`src/rtl/iirlp6_pkg.sv`:
```
package iirlp6_pkg;

   localparam int SAMPLE_WIDTH_DEFAULT = 12;
   localparam int COEF_FRAC_DEFAULT    = 28;

   localparam int OFFSET_WIDTH = 12;
   localparam logic [OFFSET_WIDTH-1:0] OFFSET_RESET = 12'd2048;

   localparam int NTAP      = 6;
   localparam int FF_TAPS   = NTAP + 1;
   localparam int Y_WIDTH   = 40;
   localparam int Y_FRAC    = 16;
   localparam int OUT_WIDTH = 14;
   localparam int ACC_WIDTH = 48;

   // second multiplier operand: high part of y, low part of y, or a sample
   localparam int OPB_WIDTH = Y_WIDTH - Y_FRAC + 1;

   // one multiply per feed-forward tap, two per feedback tap
   localparam int STEP_COUNT = FF_TAPS + 2 * NTAP;
   localparam int STEP_WIDTH = $clog2(STEP_COUNT);

   typedef enum logic [1:0] {
      ST_IDLE,
      ST_RUN,
      ST_DRAIN,
      ST_WRITE
   } state_type;

   typedef enum logic [1:0] {
      TERM_NONE,
      TERM_FF,
      TERM_FB_LO,
      TERM_FB_HI
   } term_type;

   typedef logic [0:FF_TAPS-1][63:0] ff_tab_type;
   typedef logic [0:NTAP-1][63:0]    fb_tab_type;

   // coefficients in Q30
   localparam ff_tab_type FF_Q30 = '{
      64'sd502651, 64'sd3015905, 64'sd7539763, 64'sd10053018,
      64'sd7539763, 64'sd3015905, 64'sd502651
   };
   localparam fb_tab_type FB_Q30 = '{
      -64'sd3677053293, 64'sd5623782704, -64'sd4800591501,
      64'sd2388637885, -64'sd652429453, 64'sd76081491
   };

   // round half up from Q30 to the chosen fraction width
   function automatic logic signed [63:0] coef_round(logic signed [63:0] q30, int frac);
      int d;
      d = 30 - frac;
      if (d == 0) begin
         return q30;
      end
      return (q30 + (64'sd1 <<< (d - 1))) >>> d;
   endfunction

   function automatic ff_tab_type ff_coefs(int frac);
      ff_tab_type t;
      for (int i = 0; i < FF_TAPS; i++) begin
         t[i] = coef_round($signed(FF_Q30[i]), frac);
      end
      return t;
   endfunction

   function automatic fb_tab_type fb_coefs(int frac);
      fb_tab_type t;
      for (int i = 0; i < NTAP; i++) begin
         t[i] = coef_round($signed(FB_Q30[i]), frac);
      end
      return t;
   endfunction

endpackage

```
`src/rtl/iir_lowpass_order6_direct_form1.sv`:
```
// A sample word is accepted only while idle; it then runs through the one shared
// multiplier (one pass per feed-forward tap, two per feedback tap), a drain step and
// a write-back step that makes the result word valid; no new sample is taken before that.
// A finished word waits in the output register; the next sample is taken meanwhile.
// Reset (synchronous, active high): histories cleared, offset back to mid-scale,
// no word pending.
module iir_lowpass_order6_direct_form1 #(
   parameter int SAMPLE_WIDTH       = iirlp6_pkg::SAMPLE_WIDTH_DEFAULT,
   parameter int COEF_FRACTION_BITS = iirlp6_pkg::COEF_FRAC_DEFAULT
) (
   input  logic                                   clock,
   input  logic                                   reset,
   input  logic                                   req_valid,
   output logic                                   req_ready,
   input  logic [SAMPLE_WIDTH-1:0]                req_adc_sample,
   output logic                                   rsp_valid,
   input  logic                                   rsp_ready,
   output logic signed [iirlp6_pkg::OUT_WIDTH-1:0] rsp_filtered_sample,
   input  logic                                   csr_wr_en,
   input  logic [iirlp6_pkg::OFFSET_WIDTH-1:0]    csr_wr_data
);

   localparam int OW    = iirlp6_pkg::OFFSET_WIDTH;
   localparam int XW    = ((SAMPLE_WIDTH > OW) ? SAMPLE_WIDTH : OW) + 1;
   localparam int CW    = COEF_FRACTION_BITS + 4;
   localparam int BW    = iirlp6_pkg::OPB_WIDTH;
   localparam int PW    = CW + BW;
   localparam int PSW   = PW + 1;
   localparam int ACC_W = iirlp6_pkg::ACC_WIDTH;
   localparam int Y_W   = iirlp6_pkg::Y_WIDTH;
   localparam int Y_F   = iirlp6_pkg::Y_FRAC;
   localparam int OUT_W = iirlp6_pkg::OUT_WIDTH;
   localparam int NTAP  = iirlp6_pkg::NTAP;
   localparam int SH    = COEF_FRACTION_BITS - Y_F;
   localparam int STW   = iirlp6_pkg::STEP_WIDTH;

   localparam logic [STW-1:0] LAST_STEP = STW'(iirlp6_pkg::STEP_COUNT - 1);
   localparam logic [STW-1:0] FF_STEPS  = STW'(iirlp6_pkg::FF_TAPS);

   localparam iirlp6_pkg::ff_tab_type FF_COEF = iirlp6_pkg::ff_coefs(COEF_FRACTION_BITS);
   localparam iirlp6_pkg::fb_tab_type FB_COEF = iirlp6_pkg::fb_coefs(COEF_FRACTION_BITS);

   localparam logic signed [ACC_W-1:0] Y_HI = {{(ACC_W-Y_W+1){1'b0}}, {(Y_W-1){1'b1}}};
   localparam logic signed [ACC_W-1:0] Y_LO = {{(ACC_W-Y_W+1){1'b1}}, {(Y_W-1){1'b0}}};
   localparam logic signed [Y_W:0]     RND  = (Y_W+1)'(1) <<< (Y_F - 1);
   localparam logic signed [Y_W:0]     R_HI = {{(Y_W-OUT_W+2){1'b0}}, {(OUT_W-1){1'b1}}};
   localparam logic signed [Y_W:0]     R_LO = {{(Y_W-OUT_W+2){1'b1}}, {(OUT_W-1){1'b0}}};

   iirlp6_pkg::state_type state_ff, state_in;
   iirlp6_pkg::term_type  tag_ff, tag_in;
   logic [STW-1:0]        step_ff, step_in;
   logic [OW-1:0]         offset_ff, offset_in;
   logic signed [XW-1:0]  x_ff, x_in;
   logic signed [XW-1:0]  xh_ff [NTAP];
   logic signed [XW-1:0]  xh_in [NTAP];
   logic signed [Y_W-1:0] yh_ff [NTAP];
   logic signed [Y_W-1:0] yh_in [NTAP];
   logic signed [PW-1:0]  prod_ff, prod_in;
   logic signed [PW-1:0]  bh_ff, bh_in;
   logic signed [ACC_W-1:0] acc_ff, acc_in;
   logic                  rsp_valid_ff, rsp_valid_in;
   logic signed [OUT_W-1:0] rsp_data_ff, rsp_data_in;

   logic                  ff_sel;
   logic [2:0]            ff_idx;
   logic [STW-1:0]        fb_j;
   logic [2:0]            fb_idx;
   logic signed [XW-1:0]  x_tap;
   logic signed [Y_W-1:0] y_tap;
   logic signed [CW-1:0]  coef_sel;
   logic signed [BW-1:0]  opb_sel;
   logic signed [XW-1:0]  x_new;
   logic signed [ACC_W-1:0] ff_term;
   logic signed [PSW-1:0] fb_sum;
   logic signed [ACC_W-1:0] fb_term;
   logic signed [Y_W-1:0] y_sat;
   logic signed [Y_W:0]   y_round;
   logic signed [Y_W:0]   r_full;
   logic signed [OUT_W-1:0] out_sat;

   assign req_ready           = (state_ff == iirlp6_pkg::ST_IDLE);
   assign rsp_valid           = rsp_valid_ff;
   assign rsp_filtered_sample = rsp_data_ff;

   // operand selection for the shared multiplier
   always_comb begin
      ff_sel = (step_ff < FF_STEPS);
      ff_idx = step_ff[2:0];
      fb_j   = step_ff - FF_STEPS;
      fb_idx = fb_j[3:1];
      x_tap  = (ff_idx == 3'd0) ? x_ff : xh_ff[ff_idx - 3'd1];
      y_tap  = yh_ff[fb_idx];
      if (ff_sel) begin
         coef_sel = CW'(FF_COEF[ff_idx]);
         opb_sel  = BW'(x_tap);
      end else begin
         coef_sel = CW'(FB_COEF[fb_idx]);
         if (fb_j[0]) begin
            opb_sel = BW'($signed(y_tap[Y_W-1:Y_F]));
         end else begin
            opb_sel = $signed(BW'(y_tap[Y_F-1:0]));
         end
      end
   end

   always_comb begin
      x_new   = $signed(XW'(req_adc_sample)) - $signed(XW'(offset_ff));
      ff_term = ACC_W'(prod_ff >>> SH);
      fb_sum  = PSW'(prod_ff) + PSW'(bh_ff);
      fb_term = ACC_W'(fb_sum >>> SH);

      if (acc_ff > Y_HI) begin
         y_sat = Y_W'(Y_HI);
      end else if (acc_ff < Y_LO) begin
         y_sat = Y_W'(Y_LO);
      end else begin
         y_sat = Y_W'(acc_ff);
      end
      y_round = (Y_W+1)'(y_sat) + RND;
      r_full  = y_round >>> Y_F;
      if (r_full > R_HI) begin
         out_sat = OUT_W'(R_HI);
      end else if (r_full < R_LO) begin
         out_sat = OUT_W'(R_LO);
      end else begin
         out_sat = OUT_W'(r_full);
      end
   end

   always_comb begin
      state_in     = state_ff;
      step_in      = step_ff;
      tag_in       = iirlp6_pkg::TERM_NONE;
      offset_in    = csr_wr_en ? csr_wr_data : offset_ff;
      x_in         = x_ff;
      xh_in        = xh_ff;
      yh_in        = yh_ff;
      prod_in      = coef_sel * opb_sel;
      bh_in        = bh_ff;
      acc_in       = acc_ff;
      rsp_valid_in = rsp_valid_ff && !rsp_ready;
      rsp_data_in  = rsp_data_ff;

      // fold in the product issued last cycle: accumulate it, or hold a feedback low half
      case (tag_ff)
         iirlp6_pkg::TERM_FF: begin
            acc_in = acc_ff + ff_term;
         end
         iirlp6_pkg::TERM_FB_LO: begin
            bh_in = prod_ff >>> Y_F;
         end
         iirlp6_pkg::TERM_FB_HI: begin
            acc_in = acc_ff - fb_term;
         end
         default: begin
         end
      endcase

      case (state_ff)
         iirlp6_pkg::ST_IDLE: begin
            if (req_valid) begin
               x_in     = x_new;
               acc_in   = '0;
               step_in  = '0;
               state_in = iirlp6_pkg::ST_RUN;
            end
         end
         iirlp6_pkg::ST_RUN: begin
            if (ff_sel) begin
               tag_in = iirlp6_pkg::TERM_FF;
            end else if (fb_j[0]) begin
               tag_in = iirlp6_pkg::TERM_FB_HI;
            end else begin
               tag_in = iirlp6_pkg::TERM_FB_LO;
            end
            if (step_ff == LAST_STEP) begin
               state_in = iirlp6_pkg::ST_DRAIN;
            end else begin
               step_in = step_ff + STW'(1);
            end
         end
         iirlp6_pkg::ST_DRAIN: begin
            state_in = iirlp6_pkg::ST_WRITE;
         end
         iirlp6_pkg::ST_WRITE: begin
            // hold until the output register is free
            if (!rsp_valid_ff || rsp_ready) begin
               for (int k = NTAP - 1; k > 0; k--) begin
                  xh_in[k] = xh_ff[k-1];
                  yh_in[k] = yh_ff[k-1];
               end
               xh_in[0]     = x_ff;
               yh_in[0]     = y_sat;
               rsp_data_in  = out_sat;
               rsp_valid_in = 1'b1;
               state_in     = iirlp6_pkg::ST_IDLE;
            end
         end
         default: begin
            state_in = iirlp6_pkg::ST_IDLE;
         end
      endcase
   end

   always_ff @(posedge clock) begin
      if (reset) begin
         state_ff     <= iirlp6_pkg::ST_IDLE;
         tag_ff       <= iirlp6_pkg::TERM_NONE;
         step_ff      <= '0;
         offset_ff    <= iirlp6_pkg::OFFSET_RESET;
         rsp_valid_ff <= 1'b0;
         for (int k = 0; k < NTAP; k++) begin
            xh_ff[k] <= '0;
            yh_ff[k] <= '0;
         end
      end else begin
         state_ff     <= state_in;
         tag_ff       <= tag_in;
         step_ff      <= step_in;
         offset_ff    <= offset_in;
         rsp_valid_ff <= rsp_valid_in;
         xh_ff        <= xh_in;
         yh_ff        <= yh_in;
      end
   end

   always_ff @(posedge clock) begin
      x_ff        <= x_in;
      prod_ff     <= prod_in;
      bh_ff       <= bh_in;
      acc_ff      <= acc_in;
      rsp_data_ff <= rsp_data_in;
   end

   a_step_range: assert property (@(posedge clock) disable iff (reset)
      step_ff <= LAST_STEP)
      else $error("step counter beyond last tap");

   a_fb_pair: assert property (@(posedge clock) disable iff (reset)
      tag_ff == iirlp6_pkg::TERM_FB_HI |-> $past(tag_ff) == iirlp6_pkg::TERM_FB_LO)
      else $error("feedback high half without its low half");

   a_start: assert property (@(posedge clock) disable iff (reset)
      req_valid && req_ready |=> state_ff == iirlp6_pkg::ST_RUN && step_ff == '0
         && acc_ff == '0)
      else $error("accepted word did not start a clean pass");

   a_write_hold: assert property (@(posedge clock) disable iff (reset)
      state_ff == iirlp6_pkg::ST_WRITE && rsp_valid && !rsp_ready
         |=> state_ff == iirlp6_pkg::ST_WRITE && $stable(acc_ff))
      else $error("result overwrote a pending word");

endmodule
```
`config.mk`:
```
export PLATFORM = sky130hd
export DESIGN_NAME = iir_lowpass_order6_direct_form1
export DESIGN_NICKNAME = d
export VERILOG_FILES = /design/src/rtl/iirlp6_pkg.sv /design/src/rtl/iir_lowpass_order6_direct_form1.sv
export SDC_FILE = /design/constraint.sdc
export NUM_CORES = 2
export LEC_CHECK = 0
export BUFFER_PORTS_ARGS = -buffer_cell sky130_fd_sc_hd__buf_2
export CAP_MARGIN = 25
export CORE_ASPECT_RATIO = 1.25
export CORE_MARGIN = 2
export CORE_UTILIZATION = 64
export DETAILED_ROUTE_END_ITERATION = 10
export GPL_TIMING_DRIVEN = 0
export PLACE_DENSITY_LB_ADDON = 0.2
export SETUP_SLACK_MARGIN = 0.05
export SLEW_MARGIN = 20
export SYNTH_ARGS = -nofsm -noshare
export SYNTH_HDL_FRONTEND = slang
export SYNTH_SLANG_ARGS = --single-unit
```
`constraint.sdc`:
```
create_clock -name clock -period 10.7 [get_ports clock]
set_clock_uncertainty 0.2 [all_clocks]
set_input_delay 0.535 -clock clock [delete_from_list [all_inputs] [get_ports clock]]
set_output_delay 0.535 -clock clock [all_outputs]
set_load 0.01 [all_outputs]
```
## Word-level counts from Yosys, hierarchy flattened

Memory sizes are Yosys's and may differ from the RTL's.
Cells that the tools add are included.

- Muxes and demuxes: 31
- Multipliers: 1
- Reductions and logical operators: 13
- Order comparisons: 8
- Equal/unequal tests: 11
- $add $sub $neg: 8
- Bitwise logic cells: 4

Operators by type and width:

| operator | number |
|---|---|
| 32-bit two-way mux | 5 |
| 40-bit two-way mux | 4 |
| 40-bit binary-select mux with 3-bit select | 1 |
| 48-bit two-way mux | 2 |
| 48-bit one-hot mux with 2 select lines | 1 |
| 57-bit by 41-bit adder with 58-bit output | 1 |
| 32-bit by 25-bit multiplier with 57-bit output | 1 |
| 25-bit two-way mux | 2 |
| 48-bit by 45-bit adder with 48-bit output | 1 |
| 48-bit by 40-bit greater-than comparator with 1-bit output (second input constant) | 1 |
| 48-bit by 40-bit less-than comparator with 1-bit output (second input constant) | 1 |
| 48-bit by 46-bit subtractor with 48-bit output | 1 |
| 40-bit by 17-bit adder with 41-bit output (second input constant) | 1 |
| 13-bit binary-select mux with 3-bit select | 1 |
| 13-bit two-way mux | 3 |
| 25-bit by 14-bit greater-than comparator with 1-bit output (second input constant) | 1 |
| 25-bit by 14-bit less-than comparator with 1-bit output (second input constant) | 1 |
| 14-bit two-way mux | 1 |
| 12-bit by 12-bit subtractor with 13-bit output | 1 |
| 4-bit greater-or-equal comparator (second input constant) | 3 |
| 3-bit inverter with 4-bit output | 3 |
| 5-bit two-way mux | 2 |
| 5-bit one-hot mux with 2 select lines | 1 |
| 2-bit == test (second input constant) | 4 |
| other kinds (21) | 33 |

- Memories kept: 2
- ROM bits: 1024
- Input port bits: 29
- Word-level logic and storage cells: 101
- Register bits after elaboration: 513

Memories:

| name | words | bits a word | read ports | clocked after Yosys merged registers in | write ports | RTL line | RTL |
|---|---|---|---|---|---|---|---|
| (no name shown) | 8 | 64 | 1 | 0 | 0 | iir_lowpass_order6_direct_form1.sv:97 | `coef_sel = CW'(FB_COEF[fb_idx]);` |
| (no name shown) | 8 | 64 | 1 | 0 | 0 | iir_lowpass_order6_direct_form1.sv:94 | `coef_sel = CW'(FF_COEF[ff_idx]);` |

## Longest topological paths before layout

- Depth in word-level cells: 8
- Depth in mapped cells: 40
- Mapped depth without buffers: 36

## Worst setup path after synthesis

No wires, ideal clock.

- Kind: register to register
- From: reg step_ff[2]
- To: reg prod_ff[54]
- Library setup time: 0.062 ns
- Period minus slack after synthesis: 9.888 ns
- Stages on the path, launching flop included: 36
- Path buffers: 5
- Data arrival time: 9.626 ns
- Path slack: 0.812 ns
- Cell sequence: dfxtp_1 -> clkbuf_1 -> inv_1 -> ha_1 -> buf_2 -> buf_1 -> mux4_2 -> nand2_1 -> a31oi_1 -> a21oi_1 -> clkbuf_1 -> buf_1 -> nor2_1 -> fa_1 -> fa_1 -> inv_1 -> fa_1 -> inv_1 -> fa_1 -> fa_1 -> fa_1 -> inv_1 -> fa_1 -> inv_1 -> ha_1 -> a21o_1 -> a31o_2 -> a221oi_1 -> a31oi_1 -> a311oi_2 -> o21ai_1 -> nand4_1 -> a21oi_1 -> a221o_1 -> or4_1 -> nand3_1

- Word-level cells in the longest chain between the ends: 8
- Elaborated cells on any way between the ends: 24
- Those cells by class: add/sub: 2; mul: 1; order compare: 1; mux: 14; bitwise: 3; reduce/logical: 1; memory: 2

RTL lines:

| what | RTL line | RTL |
|---|---|---|
| from (decl) | iir_lowpass_order6_direct_form1.sv:51 | `logic [STW-1:0] step_ff, step_in;` |
| from (signal assigned) | iir_lowpass_order6_direct_form1.sv:219 | `step_ff <= step_in;` |
| 4-bit by 3-bit subtractor with 4-bit output / 3-bit by 1-bit subtractor with 3-bit output (equally long branches) | iir_lowpass_order6_direct_form1.sv:89, iir_lowpass_order6_direct_form1.sv:91 |  |
| 3-bit inverter with 4-bit output (on tied branches) | iir_lowpass_order6_direct_form1.sv:92, iir_lowpass_order6_direct_form1.sv:97, iir_lowpass_order6_direct_form1.sv:91 |  |
| 40-bit binary-select mux with 3-bit select / 13-bit binary-select mux with 3-bit select (equally long branches) | iir_lowpass_order6_direct_form1.sv:92, iir_lowpass_order6_direct_form1.sv:91 |  |
| 40-bit two-way mux (implied by the code) / 13-bit two-way mux (equally long branches) (2 in series) | iir_lowpass_order6_direct_form1.sv:92, iir_lowpass_order6_direct_form1.sv:91 |  |
| 25-bit two-way mux / 13-bit two-way mux (equally long branches) | iir_lowpass_order6_direct_form1.sv:98, iir_lowpass_order6_direct_form1.sv:91 |  |
| 25-bit two-way mux | iir_lowpass_order6_direct_form1.sv:93 | `if (ff_sel) begin` |
| 32-bit by 25-bit multiplier with 57-bit output (*) | iir_lowpass_order6_direct_form1.sv:138 | `prod_in = coef_sel * opb_sel;` |
| net prod_in[54] | iir_lowpass_order6_direct_form1.sv:58 | `logic signed [PW-1:0] prod_ff, prod_in;` |
| to (signal assigned) | iir_lowpass_order6_direct_form1.sv:229 | `prod_ff <= prod_in;` |
| to (decl) | iir_lowpass_order6_direct_form1.sv:58 |  |

Mark *: on every way through the listed nets, which the timed path passes. The rest lies on a longest branch. The select of a mux whose other input is x is not followed.
A chain may end at the register's enable or synchronous reset.

## Final worst setup path

- From: reg step_ff[0]
- To: reg prod_ff[53]

The elaborated chain is that of the path after synthesis.

==> reports/metrics.yaml <==
timing:
  max_freq_ghz: 0.09134
  tightest_slew_ns: 1.114
  setup_ws_ns: -0.2479
  hold_violations: 0
  whs_ns: 0.09617
  finalSetupViolCount: 5
  slew_headroom_pct: 25.53
  maxSlewViolCount: 0
  fin_tns_setup_ns: -0.4701
  post-route-period-util_pct: 102.3
  min_period_ns: 10.95
synth:
  synth_cell_type_count: 84
  ys_seq_area_share_pct: 19.94
  ys.flop_type: "dfxtp_1"
  async_flop_share_pct: 0
  synth_edf_count: 68
  syn_inst: 6403
  synth-seq-cells: 513
  synth_area_mm2: 0.05493
  synthAdderAreaFrac_pct: 36.40
  muxShareOfSynthArea_pct: 4.127
  synthSimpleGateAreaFrac_pct: 16.30
  ys_warn_count: 0
  synth_xor_xnor_area_share_pct: 3.301
  synth_fp_nets: 7537
  syn_avg_cell_area_um2: 8.579
  synth_top_family_by_area: "adder cells"
  synth_compound_area_share_pct: 11.60
worst_setup_path:
  max_stage_delay_ns: 0.72
  slowest_stage: "fa_2"
  cpMostUsedCell: "fa_1"
  crit_type: "flop to flop"
  worstPathRequired_ns: 10.96
  start_kind: "flop"
  arrival_ns: 11.20
  crit_fanout: 10
  crit_buf_inv: 9
  crit_path_end_kind: "flop"
  cpLargestDelayFamily: "adder cells"
global_routing:
  grt_pass1_wl_mm: 314.4
  grt_use_total_pct: 48.96
  gr-total-overflow: 0
  grt_max_degree: 27
  grt_pass1_vias: 49970
  antenna_found_initial: 16
floorplanning:
  rows: 120
  die_w_um: 266.0
  die-area_mm2: 0.08820
  die_h_um: 331.5
  ios: 45
  coreArea_mm2: 0.08528
  initial_core_util_pct: 64.41
routing:
  drc: 7
  vias: 49910
  routed_wirelength_mm: 213.6
  routed_via_density: 6.444
  antenna_left: 0
  firstDrtPassIters: 11
  wl_per_cell_um: 27.58
  drtIter0Drc: 5508
run_status:
  violations: "DRC, setup timing"
  status: "complete, but fails checks"
placement:
  dp.final_hpwl_mm: 165.3
  pre_cts_slack_ns: -3.558
  routabilityCongestion: 1.194
  port_buffers: 43
hold_path:
  min_path_type: "input port to flop"
run:
  maxCapViolations: 0
final_layout:
  final_nets: 7730
  final_core_util_pct: 71.50
  fillCellCount: 6736
  drive_above_1_share_pct: 10.68
  areaGrowthSynthToFinish_pct: 11.01
clock_network:
  root_buffer: "clkbuf_16"
  htree_levels: 2
  numCtsBuffers: 52
  clkSinkCount: 513
  cts_buffer_depth: 3
  clk-insertion-delay-late_ns: 0.65
  cts.clk_slew.worst_paths_ns: 0.07
  cts_tree: "built"
## placed cells by master, fill, tap and decap left out, types with 34 or more instances in the layout
cell          n
nand3_1      67
clkbuf_16    54
buf_4        85
mux2i_1      51
a21oi_1     514
mux2_2       66
o21ai_0     166
nand4_1      34
a21o_1       84
fa_1        797
nor3_1       86
ha_1        272
clkbuf_1    176
nand2b_1     60
edfxtp_1     68
xor2_1       72
mux4_2       45
nand2_1    1006
buf_2        58
dfxtp_1     442
nor2_1      661
xnor2_1     127
inv_1       860
clkbuf_2     72
## cell families after synthesis
family,Yosys count
buf+inv,1213
compound gates,1078
mux,162
flops,513
xor+xnor,207
fa+ha+maj,1105
simple gates,2125
## layout make-up
cell class | count | area [um^2] | area share [%]
Tap cell | 1098 | 1374 | 2.253
Clock buffer | 71 | 1485 | 2.436
Timing Repair Buffer | 149 | 1196 | 1.962
Sequential cell | 513 | 10960 | 17.97
Buffer | 331 | 1858 | 3.047
Inverter | 871 | 3301 | 5.413
Antenna cell | 8 | 20.02 | 0.03283
Clock inverter | 26 | 241.5 | 0.3960
Multi-Input combinational cell | 4678 | 40540 | 66.49
## synthesized netlist by cell type (61+ instances only)
| cell | instances | area (um^2) |
|---|---|---|
| nor3_1 | 92 | 460.4 |
| nand2b_1 | 61 | 381.6 |
| fa_1 | 822 | 16460 |
| nor2_1 | 683 | 2564 |
| o21ai_0 | 184 | 920.9 |
| nand2_1 | 1012 | 3799 |
| a21oi_1 | 529 | 2648 |
| nand3_1 | 69 | 345.3 |
| ha_1 | 283 | 3541 |
| a21o_1 | 84 | 630.6 |
| clkbuf_1 | 294 | 1104 |
| dfxtp_1 | 445 | 8909 |
| mux2_2 | 66 | 743.2 |
| inv_1 | 869 | 3262 |
| xor2_1 | 75 | 656.9 |
| edfxtp_1 | 68 | 2042 |
| xnor2_1 | 132 | 1156 |
## registers in the layout (all words and copies together) (netlist names), 12 cells and up
signal	flops
acc_ff	48
offset_ff	12
bh_ff	41
xh_ff	78
rsp_filtered_sample	14
yh_ff	240
x_ff	13
prod_ff	57
## worst paths after layout
path / from / to / slack, ns / cells past startpoint
min: csr_wr_en / offset_ff[2]$_SDFFE_PP0P_ / 0.1 / 3
max reg2reg: step_ff[0]$_SDFFE_PP0P_ / prod_ff[53]$_DFF_P_ / -0.25 / 32
max: step_ff[0]$_SDFFE_PP0P_ / prod_ff[53]$_DFF_P_ / -0.25 / 32
min reg2reg: yh_ff[173]$_SDFFE_PP0P_ / yh_ff[133]$_SDFFE_PP0P_ / 0.23 / 2
## stage by stage
step                area, um^2  instances
detailed placement       56830       7565
finish                   60980       7745
CTS                      59870       7693
global route             60960       7740
floorplan                54930       6403
global placement         56520       7544
## worst reg2reg max path, delay by kind of cell, from the launching register on
family                     cells  cell delay (ns)
and+or+nand+nor                5             0.93
buffers and inverters          9             1.49
muxes                          1             0.37
adders and majority gates      9             4.75
AOI/OAI and AO/OA              7             1.97
xor gates and xnor gates       1             0.67
DFF                            1             0.39
## metal layers
metal | share of wire [%] | up-vias | track usage [%]
met4 | 12 | 14 | 42.94
met2 | 44 | 3377 | 74.08
met5 | 0.042 | - | 0.1103
li1 | - | 20910 | -
met1 | 32 | 24300 | 53.14
met3 | 12 | 1302 | 19.50
## what timing repair did
action | in CTS | in global routing
pin swaps | 23 | 40
cloned | 0 | 1
hold buffers | 13 | 0
setup buffers | 26 | 44
endpoints found under the hold margin | 13 | 0
gates resized for setup | 345 | 230
setup endpoints to repair | 45 | 20
Power is not shown: default switching activity piles up to over one toggle a cycle in this logic, so the estimate is an artifact.
